<file path="config.mk">
export PLATFORM = sky130hd
export DESIGN_NAME = plst_ctrl
export DESIGN_NICKNAME = d
export VERILOG_FILES = /design/src/hw/rtl/plst_pkg.sv /design/src/hw/rtl/plst_ctrl.sv
export SDC_FILE = /design/constraint.sdc
export NUM_CORES = 1
export LEC_CHECK = 0
export ABC_CLOCK_PERIOD_IN_PS = 23700
export BUFFER_PORTS_ARGS = -buffer_cell sky130_fd_sc_hd__buf_2
export CELL_PAD_IN_SITES_DETAIL_PLACEMENT = 1
export CELL_PAD_IN_SITES_GLOBAL_PLACEMENT = 2
export CORE_MARGIN = 5
export CORE_UTILIZATION = 45
export DETAILED_ROUTE_END_ITERATION = 10
export PLACE_DENSITY_LB_ADDON = 0.1
export SKIP_LAST_GASP = 1
export SLEW_MARGIN = 20
export SYNTH_ARGS = -nofsm -noshare
export SYNTH_HDL_FRONTEND = slang
export SYNTH_SLANG_ARGS = --single-unit
</file>
<file path="constraint.sdc">
create_clock -name clk_i -period 23.7 [get_ports clk_i]
set_input_delay 2.37 -clock clk_i [delete_from_list [all_inputs] [get_ports clk_i]]
set_output_delay 2.37 -clock clk_i [all_outputs]
set_load 0.01 [all_outputs]
</file>
<file path="src/hw/rtl/plst_pkg.sv">
package plst_pkg;

  // Table geometry and field widths used inside the block.
  localparam int unsigned PEER_ID_WIDTH = 8;
  localparam int unsigned SEQ_WIDTH     = 32;
  localparam int unsigned TIME_WIDTH    = 32;
  localparam int unsigned DEPTH         = 1 << PEER_ID_WIDTH;
  localparam int unsigned COUNT_W       = PEER_ID_WIDTH + 1;

  // Port widths fixed by the interface.
  localparam int unsigned ID_IN_W     = 8;
  localparam int unsigned SEQ_IN_W    = 32;
  localparam int unsigned TIME_IN_W   = 32;
  localparam int unsigned COUNT_OUT_W = 9;
  localparam int unsigned CFG_W       = 32;
  localparam int unsigned CFG_IDX_W   = 2;

  // Sequence plus threshold is summed one bit wider so it never wraps.
  localparam int unsigned SUM_W = ((SEQ_WIDTH > CFG_W) ? SEQ_WIDTH : CFG_W) + 1;
  // Silence and timeout are compared at the wider of the two widths.
  localparam int unsigned CMP_W = (TIME_WIDTH > CFG_W) ? TIME_WIDTH : CFG_W;

  // Configuration register indexes.
  localparam logic [CFG_IDX_W-1:0] CFG_TIMEOUT = CFG_IDX_W'(0);
  localparam logic [CFG_IDX_W-1:0] CFG_RESTART = CFG_IDX_W'(1);

  // Item kinds.
  typedef enum logic [1:0] {
    KIND_HEARTBEAT = 2'd0,
    KIND_TELEMETRY = 2'd1,
    KIND_REFRESH   = 2'd2,
    KIND_QUERY     = 2'd3
  } kind_e;

  // One table entry held in the memory.
  typedef struct packed {
    logic [SEQ_WIDTH-1:0]  seq;
    logic [TIME_WIDTH-1:0] stamp;
  } entry_t;

  // Memory port request from the controller.
  typedef struct packed {
    logic                     we;
    logic [PEER_ID_WIDTH-1:0] waddr;
    entry_t                   wdata;
    logic [PEER_ID_WIDTH-1:0] raddr;
  } ram_req_t;

  // Finished result handed to the output register.
  typedef struct packed {
    logic               accepted;
    logic               new_stream;
    logic               peer_online;
    logic [COUNT_W-1:0] known_cnt;
    logic [COUNT_W-1:0] online_cnt;
  } result_t;

  // Configuration register values.
  typedef struct packed {
    logic [CFG_W-1:0] timeout;
    logic [CFG_W-1:0] restart;
  } cfg_t;

endpackage

</file>
<file path="src/hw/rtl/plst_ctrl.sv">
module plst_ctrl
  import plst_pkg::*;
(
  input  logic                     clk_i,
  input  logic                     rst_ni,
  input  logic                     in_valid_i,
  output logic                     in_stall_o,
  input  kind_e                    kind_i,
  input  logic [PEER_ID_WIDTH-1:0] peer_id_i,
  input  logic [SEQ_WIDTH-1:0]     seq_i,
  input  logic [TIME_WIDTH-1:0]    now_i,
  input  cfg_t                     cfg_i,
  input  logic                     out_free_i,
  output logic                     res_valid_o,
  output result_t                  res_o,
  output ram_req_t                 ram_req_o,
  input  entry_t                   rd_data_i
);

  typedef enum logic [3:0] {
    ST_IDLE  = 4'b0001,
    ST_EXEC  = 4'b0010,
    ST_SWEEP = 4'b0100,
    ST_FIN   = 4'b1000
  } state_e;

  state_e                   state_q, state_d;
  kind_e                    kind_q;
  logic [PEER_ID_WIDTH-1:0] id_q;
  logic [SEQ_WIDTH-1:0]     seq_q;
  logic [TIME_WIDTH-1:0]    now_q;
  logic [COUNT_W-1:0]       cnt_q, cnt_d;
  logic                     chk_v_q, chk_v_d;
  logic [PEER_ID_WIDTH-1:0] chk_idx_q;
  logic [DEPTH-1:0]         known_q, online_q;
  logic [COUNT_W-1:0]       known_total_q, online_total_q;
  logic [COUNT_W-1:0]       known_next, online_next;

  logic                     accept, exec_go, is_hb, is_tel;
  logic                     cur_known, cur_online;
  logic [SUM_W-1:0]         seq_sum;
  logic                     restart;
  logic [SEQ_WIDTH-1:0]     seq_eff;
  logic                     tel_ok, fresh;
  logic                     set_known, set_online, expire;
  logic [TIME_WIDTH-1:0]    silence;

  assign accept     = (state_q == ST_IDLE) && in_valid_i;
  assign in_stall_o = (state_q != ST_IDLE);
  assign exec_go    = (state_q == ST_EXEC) && out_free_i;
  assign is_hb      = (kind_q == KIND_HEARTBEAT);
  assign is_tel     = (kind_q == KIND_TELEMETRY);
  assign cur_known  = known_q[id_q];
  assign cur_online = online_q[id_q];

  // Telemetry freshness check, with the restart rule applied first.
  assign seq_sum = SUM_W'(seq_q) + SUM_W'(cfg_i.restart);
  assign restart = seq_sum < SUM_W'(rd_data_i.seq);
  assign seq_eff = restart ? '0 : rd_data_i.seq;
  assign tel_ok  = is_tel && cur_known && (seq_q > seq_eff);
  assign fresh   = tel_ok && (seq_eff == '0);

  // Flag updates for the item in execution.
  assign set_known  = exec_go && is_hb && !cur_known;
  assign set_online = exec_go && (is_hb || tel_ok) && !cur_online;

  // Sweep check on the entry read in the previous cycle.
  assign silence = now_q - rd_data_i.stamp;
  assign expire  = chk_v_q && online_q[chk_idx_q] &&
                   (CMP_W'(silence) >= CMP_W'(cfg_i.timeout));

  assign known_next  = known_total_q + COUNT_W'(set_known);
  assign online_next = online_total_q + COUNT_W'(set_online) - COUNT_W'(expire);

  // Memory read address and write-back.
  always_comb begin
    ram_req_o.we          = exec_go && (is_hb || (is_tel && cur_known && (restart || tel_ok)));
    ram_req_o.waddr       = id_q;
    ram_req_o.wdata.stamp = (is_hb || tel_ok) ? now_q : rd_data_i.stamp;
    if (is_hb) begin
      ram_req_o.wdata.seq = cur_online ? rd_data_i.seq : '0;
    end else begin
      ram_req_o.wdata.seq = tel_ok ? seq_q : seq_eff;
    end
    unique case (state_q)
      ST_IDLE:  ram_req_o.raddr = peer_id_i;
      ST_SWEEP: ram_req_o.raddr = cnt_q[PEER_ID_WIDTH-1:0];
      default:  ram_req_o.raddr = id_q;
    endcase
  end

  // Result of the finishing item.
  always_comb begin
    res_valid_o       = exec_go || ((state_q == ST_FIN) && out_free_i);
    res_o.accepted    = (state_q == ST_EXEC) && tel_ok;
    res_o.new_stream  = (state_q == ST_EXEC) && fresh;
    res_o.peer_online = (state_q == ST_EXEC) ? (cur_online || is_hb || tel_ok)
                                             : online_q[id_q];
    res_o.known_cnt   = known_next;
    res_o.online_cnt  = online_next;
  end

  // Sequencer: execute, or sweep all entries and finish.
  always_comb begin
    state_d = state_q;
    cnt_d   = cnt_q;
    chk_v_d = 1'b0;
    unique case (state_q)
      ST_IDLE: begin
        cnt_d = '0;
        if (in_valid_i) begin
          state_d = (kind_i == KIND_REFRESH) ? ST_SWEEP : ST_EXEC;
        end
      end
      ST_EXEC: begin
        if (out_free_i) begin
          state_d = ST_IDLE;
        end
      end
      ST_SWEEP: begin
        chk_v_d = !cnt_q[PEER_ID_WIDTH];
        if (!cnt_q[PEER_ID_WIDTH]) begin
          cnt_d = cnt_q + COUNT_W'(1);
        end else if (!chk_v_q) begin
          state_d = ST_FIN;
        end
      end
      ST_FIN: begin
        if (out_free_i) begin
          state_d = ST_IDLE;
        end
      end
      default: state_d = ST_IDLE;
    endcase
  end

  // Control registers, flags and totals.
  always_ff @(posedge clk_i or negedge rst_ni) begin
    if (!rst_ni) begin
      state_q        <= ST_IDLE;
      cnt_q          <= '0;
      chk_v_q        <= 1'b0;
      known_q        <= '0;
      online_q       <= '0;
      known_total_q  <= '0;
      online_total_q <= '0;
    end else begin
      state_q        <= state_d;
      cnt_q          <= cnt_d;
      chk_v_q        <= chk_v_d;
      known_total_q  <= known_next;
      online_total_q <= online_next;
      if (set_known) begin
        known_q[id_q] <= 1'b1;
      end
      if (set_online) begin
        online_q[id_q] <= 1'b1;
      end
      if (expire) begin
        online_q[chk_idx_q] <= 1'b0;
      end
    end
  end

  // Item fields and sweep pipeline index.
  always_ff @(posedge clk_i) begin
    if (accept) begin
      kind_q <= kind_i;
      id_q   <= peer_id_i;
      seq_q  <= seq_i;
      now_q  <= now_i;
    end
    chk_idx_q <= cnt_q[PEER_ID_WIDTH-1:0];
  end

`ifndef SYNTH
  a_online_le_known: assert property (@(posedge clk_i) disable iff (!rst_ni)
    online_total_q <= known_total_q)
    else $error("online total exceeds known total");

  a_write_in_exec: assert property (@(posedge clk_i) disable iff (!rst_ni)
    ram_req_o.we |-> (state_q == ST_EXEC))
    else $error("table write outside execution");

  a_refresh_sweeps: assert property (@(posedge clk_i) disable iff (!rst_ni)
    (accept && (kind_i == KIND_REFRESH)) |=> (state_q == ST_SWEEP))
    else $error("refresh item did not start a sweep");

  a_result_slot_free: assert property (@(posedge clk_i) disable iff (!rst_ni)
    res_valid_o |-> out_free_i)
    else $error("result issued into a full output register");
`endif

endmodule
</file>
* Word level (Yosys, flattened, before mapping)
Cells that the tools add are included.
Widths: inputs -> output; s select.
** Storage, ports and cells
- Output and inout port bits :: 104
- Bits in registers :: 626
- Input port bits :: 206
** Operators by class
- Equal/unequal tests :: 12
- Magnitude comparators :: 7
- Bitwise operators :: 4
- Add/subtract/negate cells :: 6
- Multiplexer cells :: 28
- Reduce and logical (&&, ||, !) cells :: 33
** Operators by type and width (number)
- $mux 256 :: 2
- $or 256x256->256 :: 2
- $and 256x256->256 :: 1
- $not 256->256 :: 1
- $mux 32 :: 5
- $add 32x32->33 :: 1
- $lt 33x32->1 :: 1
- $ge 32x32->1 :: 1
- $gt 32x32->1 :: 1
- $logic_not 32->1 :: 1
- $sub 32x32->32 :: 1
- $bmux 1 s8 :: 3
- $add 9x1->9 :: 2
- $logic_and 1x1->1 :: 18
- $lt 8x9->1 const B :: 2
- $pmux 9 s2 :: 1
- $demux 1 s8 :: 2
- $ge 8x1->1 const B :: 2
- $mux 4 :: 4
- $pmux 8 s2 :: 1
- $pmux 4 s3 :: 1
- $add 9x1->9 const B :: 1
- $mux 9 :: 1
- $sub 9x1->9 :: 1
- other kinds (18) :: 34

* Depth between registers and ports, before layout
Gate-level depths: netlist of the first run.
- Depth in word-level cells :: 11
- Gate-level depth with buffers :: 50

* Worst setup path after synthesis of the first run
Ideal clock, no wire load.
- Path kind :: in2out
- Start :: in cfg_i[0] (netlist bit)
- End :: out res_o[8] (netlist bit)
- Stages on the path :: 50
- Path slack :: 11.180 ns
- Buffers on the path :: 3
- Arrival :: 10.150 ns
- Data required time :: 21.330 ns
- Cells stage by stage :: ha_1 > inv_1 > fa_1 > nor2b_1 > o21ai_0 > a21oi_1 > o2111ai_1 > a31oi_1 > a31oi_1 > o21ai_0 > a21o_1 > a21oi_1 > xnor2_1 > ha_1 > a21o_1 > a21o_1 > a21oi_1 > o21ai_0 > (+14 left out) > o21ai_2 > nor2_1 > buf_2 > nand4_1 > ha_1 > inv_1 > ha_1 > inv_1 > fa_1 > inv_1 > a21oi_1 > o21ai_0 > a21oi_1 > nor2_1 > o21ai_0 > nand2b_1 > a21oi_1 > xnor2_1
** RTL lines
- start, declared :: RTL line plst_ctrl.sv:12 : input cfg_t cfg_i,
- end, declared :: RTL line plst_ctrl.sv:15 : output result_t res_o,

==> metrics.txt, run 1 <==
syn_nets 3611; Slew @ Worst Pin 1.25 ns; critical path class primary input to primary output; syn_area_per_cell 11.6 µm²; number of routed nets with antenna violations 0; setup ws final 8.10 ns; share of cells above drive strength 1 22.7%; Design Area, Final 0.0421 mm²; GRT Total Usage 30.3%; Clock Sinks 626; Filler cells 8641; Total Neg Setup Slack 0 ns; register area share after synthesis 42.8%; DRT Pass-1 Iters 7; Port Buffers 309; Reg clk slew, reported paths 0.05 ns; Area Overhead vs Synth 12.7%; Die Ht 298 µm; maximum vdd drop 67.8 µV; #FFs+latches synth 626; final hold violations 0; final WL 138000 µm; max-capacitance violation count 0; total gr overflow 0; Rows 105; Synth area leader dfrtp_1; r2r setup slk 12.51 ns; H-tree lvl count 3; FF+latch area 0.0160 mm²; Worst Skew 0.0537 ns; run status completed; DR vias/cell 6.66; placed inst area 0.0395 mm²; top post-synthesis cells by area dfrtp_1 36%, mux4_2 12%, a21o_1 6.3%; Post-synth top cells 543 x dfrtp_1, 314 x a21o_1, 256 x o22a_1, 229 x nor4_1, 202 x mux4_2; cts bufs inserted 75; crit path time final 15.60 ns; Relative slew margins 15.7%; Remaining DRCs 0; clock buffer depth 3; Synth Instances 3232; CP arrival 13.23 ns; CP required 21.33 ns; Worst Path Max Fanout 71; CTS resizes 0; clk_lat worst skew 0.66 ns; Die X 298 µm; TritonCTS clock tree built; Placement Setup Slack 7.71 ns; die area 0.0889 mm²; Worst path max stage delay 0.93 ns; # setup viols final 0; first-pass GRT wire length 209000 µm; Pins Over Slew Limit 0; Pwr Density 82.0 mW/mm²; CP Launch Type primary input; initial antenna violation count 5; fin crit share 65.8%; 1st-iter DRT viols 2466; dpl hpwl 93200 µm; CTS Hold Bufs 0; I/O pin count 310; Ys Warns 0; Synth Cell Area 0.0374 mm²; Distinct cells, synth 79; Routability Congestion 0.891; type of the most critical hold path flop to flop; Post-synth top flop dfrtp_1; Multi-input gate area 0.0196 mm²; CP Capture Type primary output; ys async rst share 86.9%; RSZ-0062 raised after global routing no; Initial Util 45.4%; Post-synth EDFFs 74; WHS 0.449 ns; total core area 0.0822 mm²; area share of the largest cell type after synthesis 36.4%; CP max-delay cell nor2_4; setup bufs post-CTS 0; Max Clock Freq 0.0641 GHz; Layout Nets 3810; via count 30362; vias in the first global route 32247; largest net degree at the start of global routing 171; CTS root buf clkbuf_16; leakage power 20.5 nW; routed len/inst 30.2 µm; count leader, synth dfrtp_1
critical path, delay by kind of cell:
kind / cells / cell delay, ns
adders and majority gates: 6 / 1.97
buffers and inverters: 6 / 0.84
AOI/OAI and AO/OA: 21 / 4.16
and+or+nand+nor: 10 / 3.47
xor gates and xnor gates: 2 / 0.33
metrics by stage:
step	cells	total power, mW	utilization, %
floorplan	3232	1.90	-
global placement	4423	2.24	48.0
detailed placement	4423	2.28	48.1
CTS	4559	3.48	51.1
global route	4561	3.62	51.2
finish	4562	3.46	51.2
final timing paths:
check | startpoint | to | cells past startpoint
min in group asynchronous | rst_ni | online_q[234] | 1
max in group asynchronous | rst_ni | known_q[57] | 3
worst max register to register | seq_q[1] | online_total_q[8] | 43
worst min-delay path | known_q[218] | known_q[218] | 1
worst min register to register | known_q[218] | known_q[218] | 1
worst max-delay path | cfg_i[2] | res_o[8] | 45
final cells by class:
class	instances	share of cell area, %
Clock buffer	112	5.19
Timing Repair Buffer	374	4.99
Sequential cell	626	38.0
Tap cell	1070	3.18
Antenna cell	2	0.0119
Inverter	141	1.26
Clock inverter	24	0.846
Multi-Input combinational cell	2213	46.5
per-layer routing:
layer / global-route usage, % / up-vias / wire length (µm)
li1: - / 12914 / -
met1: 40.2 / 16015 / 57100
met2: 49.8 / 1131 / 65600
met3: 5.26 / 300 / 8760
met4: 12.0 / 2 / 6060
met5: 0 / - / 13
power by group:
| part | total (mW) | internal, mW | switching [mW] |
|---|---|---|---|
| combinational | 1.07 | 0.375 | 0.699 |
| clock | 1.19 | 0.683 | 0.509 |
| sequential | 1.19 | 1.14 | 0.0512 |
| total | 3.46 | 2.20 | 1.26 |
cell families after synthesis:
| group | after synthesis | share of synthesized area, % |
|---|---|---|
| DFF | 626 | 42.8 |
| AOI/OAI and AO/OA | 882 | 17.8 |
| adders and majority gates | 173 | 5.85 |
| muxes | 291 | 14.7 |
| xor gates and xnor gates | 74 | 1.73 |
| and+or+nand+nor | 793 | 12.1 |
| buffers and inverters | 393 | 5.13 |
registers in the layout, indices dropped and copies added (netlist names):
name	count
kind_q	2
known_total_q	9
online_q	256
online_total_q	9
chk_v_q	1
known_q	256
seq_q	32
cnt_q	9
id_q	8
chk_idx_q	8
now_q	32
state_q	4
placed cells by master, fill, tap and decap left out, types with 8 or more instances in the layout:
cell type    n
nor2b_1     28
a211oi_1    15
a22o_1      34
inv_1      139
a22oi_1     22
dfrtp_1    543
o21ai_0     60
buf_4       58
edfxtp_1    74
nor2_4      10
xor2_1      17
a21o_1     313
nor4_2      45
xnor2_1     57
nor4_1     226
a21oi_1     95
nand4_1     36
mux2_1      29
clkbuf_16   75
mux2i_1     53
clkinv_2    13
clkbuf_8    17
buf_2      308
nand2b_1    29
and2_1      10
mux4_2     202
nor3_1      23
nand3_1     41
and3_1      11
nor2_1      89
a31oi_1      8
o21a_1       9
o21bai_1    10
o211ai_1    12
clkbuf_1    20
ha_1       170
o22a_1     256
nand2_1    199
Note: power is estimated with default switching activity, not from simulation.
==> run 2: changes to the inputs <==
- ABC_AREA: not set -> 1
- ABC_CLOCK_PERIOD_IN_PS: 23700 -> 14400
- CORE_UTILIZATION: 45 -> 35
- clock period: 23.7 -> 14.4 ns (I/O delays scaled with it)
==> run 2 against run 1 <==
  * Worst setup slack worse by 5.3 ns
  * Via count up 37%
  * Clock skew down 0.013 ns
  * Design area up 11%
  * Total power up 110%
  * Global-route usage up 0.32 points
  * Hold slack worse by 0.055 ns
  * Sequential power up 66%
  * Critical path type unchanged
  * Critical endpoint unchanged
  * Clock power up 84%
==> metrics.txt, run 2 <==
run status completed; post-placement cell count 7512; share of cells above drive strength 1 9.61%; count leader, synth nand2_1; GR peak layer met2; type of the most critical hold path flop to flop; main combinational cell family by area after synthesis simple AND/OR/NAND/NOR gates; Port Buffers 309; Multi-input gate area 0.0214 mm²; CP Launch Type primary input; Largest regs known_q x256, online_q x256; CP arrival 10.14 ns; Distinct cells, synth 51; Reg clk slew, reported paths 0.05 ns; Post-Layout Cell Count 7666; register area share after synthesis 39.2%; DR vias/cell 5.44; Synth Area in XOR/XNOR 1.63%; fin crit share 80.4%; placed inst area 0.0438 mm²; Relative slew margins 18.8%; maximum vdd drop 101 µV; ys async rst share 86.9%; crit path time final 11.58 ns; dpl hpwl 122000 µm; met2 Track Usage GR 50.6%; Post-synth top flop dfrtp_1; Worst Path Max Fanout 51; initial antenna violation count 17; Synth Cell Area 0.0408 mm²; critical path class primary input to primary output; max-capacitance violation count 0; H-tree lvl count 3; syn_nets 6294; Max Clock Freq 0.0863 GHz; CP required 12.96 ns; Remaining DRCs 0; CP max-delay cell o21ai_0; largest net degree at the start of global routing 162; Rows 125; Routability Congestion 0.884; clk_lat worst skew 0.69 ns; Synth area leader dfrtp_1; CP Capture Type primary output; most frequent cell on the critical path nand2_1; WHS 0.394 ns; setup bufs post-CTS 0; vias in the first global route 43044; FF+latch area 0.0160 mm²; TritonCTS clock tree built; final WL 192000 µm; final hold violations 0; commonest cells after routing, fill and taps aside 1760 x nand2_1, 807 x nor2_1, 574 x inv_1; Filler cells 14701; Pwr Density 153 mW/mm²; Area Overhead vs Synth 14.4%; GRT Total Usage 30.6%; Initial Util 35.2%; Layout Nets 6450; Total Neg Setup Slack 0 ns; DRT Pass-1 Iters 5; RSZ-0062 raised after global routing no; Ys Warns 0; Die Ht 351 µm; Post-synth EDFFs 74; Post-synth top cells 1779 x nand2_1, 838 x nor2_1, 575 x inv_1, 543 x dfrtp_1, 466 x a21oi_1; routed len/inst 25.0 µm; commonest non-fill, non-tap cell in the layout nand2_1; CTS Hold Bufs 0; number of routed nets with antenna violations 0; Slew @ Worst Pin 1.21 ns; mux contribution to synthesized area 0%; Design Area, Final 0.0466 mm²; Compound-Gate Fraction of Synth Area 15.0%; CTS resizes 0; leakage power 23.6 nW; via count 41678; top post-synthesis cells by area dfrtp_1 33%, nand2_1 16%, nor2_1 7.7%; met3 Resource Use GR 5.74%; Placement Setup Slack 2.73 ns; met1 usage 40.6%; CTS root buf clkbuf_16; Die X 351 µm; area share of the largest cell type after synthesis 33.3%; Worst path max stage delay 0.48 ns; total core area 0.116 mm²; I/O pin count 310; #FFs+latches synth 626; Synth Area in Adders 5.37%; simple-gate portion of the synthesized area 29.8%; setup ws final 2.82 ns; Synth Instances 5915; total gr overflow 0; clock buffer depth 3; 1st-iter DRT viols 3266; syn_area_per_cell 6.89 µm²; Pins Over Slew Limit 0; # setup viols final 0; Clock Sinks 626; cts bufs inserted 81; Worst Skew 0.0410 ns; die area 0.123 mm²; first-pass GRT wire length 284000 µm
## run 2: cell count changes after synthesis, sizes merged, moves of 202 or more
cell / delta
a21oi: +371
inv: +437
mux4: -202
nand2: +1580
nand3: +283
nor2: +735
nor4: -263
o21ai: +274
o22a: -256
## run 2: routing by layer
metal  share of wire (%)  up-vias
met5               0.077        -
met4                 3.7       20
met3                 6.4      337
met2                  46     1280
met1                  44    20694
li1                    -    19347
## run 2: cell families after synthesis
family	Yosys count
buf+inv	904
simple gates	3055
compound gates	1081
fa+ha+maj	173
xor+xnor	76
flops	626
## run 2: final cells by class
class / instances / share of cell area (%)
Antenna cell: 3 / 0.0161
Timing Repair Buffer: 396 / 4.82
Sequential cell: 626 / 34.3
Multi-Input combinational cell: 4385 / 46.0
Clock inverter: 26 / 0.706
Tap cell: 1524 / 4.09
Clock buffer: 125 / 5.38
Inverter: 581 / 4.69
## run 2: worst max-delay path, delay by kind of cell
kind	cells	cell delay, ns
AOI/OAI and AO/OA	13	2.94
xor gates and xnor gates	2	0.30
adders and majority gates	7	2.08
buffers and inverters	9	1.05
and+or+nand+nor	16	2.25
## run 2: final timing paths
path | startpoint | to | slack (ns) | cells past startpoint
worst max-delay path | cfg_i[0] | res_o[8] | 2.82 | 47
worst min-delay path | cnt_q[3] | chk_idx_q[3] | 0.39 | 0
worst max register to register | seq_q[0] | online_q[156] | 4.79 | 38
worst min register to register | cnt_q[3] | chk_idx_q[3] | 0.39 | 0
max in group asynchronous | rst_ni | online_q[21] | 11.30 | 3
min in group asynchronous | rst_ni | known_total_q[8] | 0.82 | 1
## run 2: report_power, final
part / internal, mW / switching, mW / total [mW]
Sequential: 1.90 / 0.0753 / 1.97
Clock: 1.31 / 0.883 / 2.19
Combinational: 0.828 / 2.13 / 2.96
Total: 4.03 / 3.09 / 7.12
## run 2: through the flow
stage	util, %	total power, mW
finish	40.2	7.12
detailed placement	37.8	4.94
global placement	37.8	4.92
CTS	40.2	7.16
global route	40.2	7.52
floorplan	-	3.74
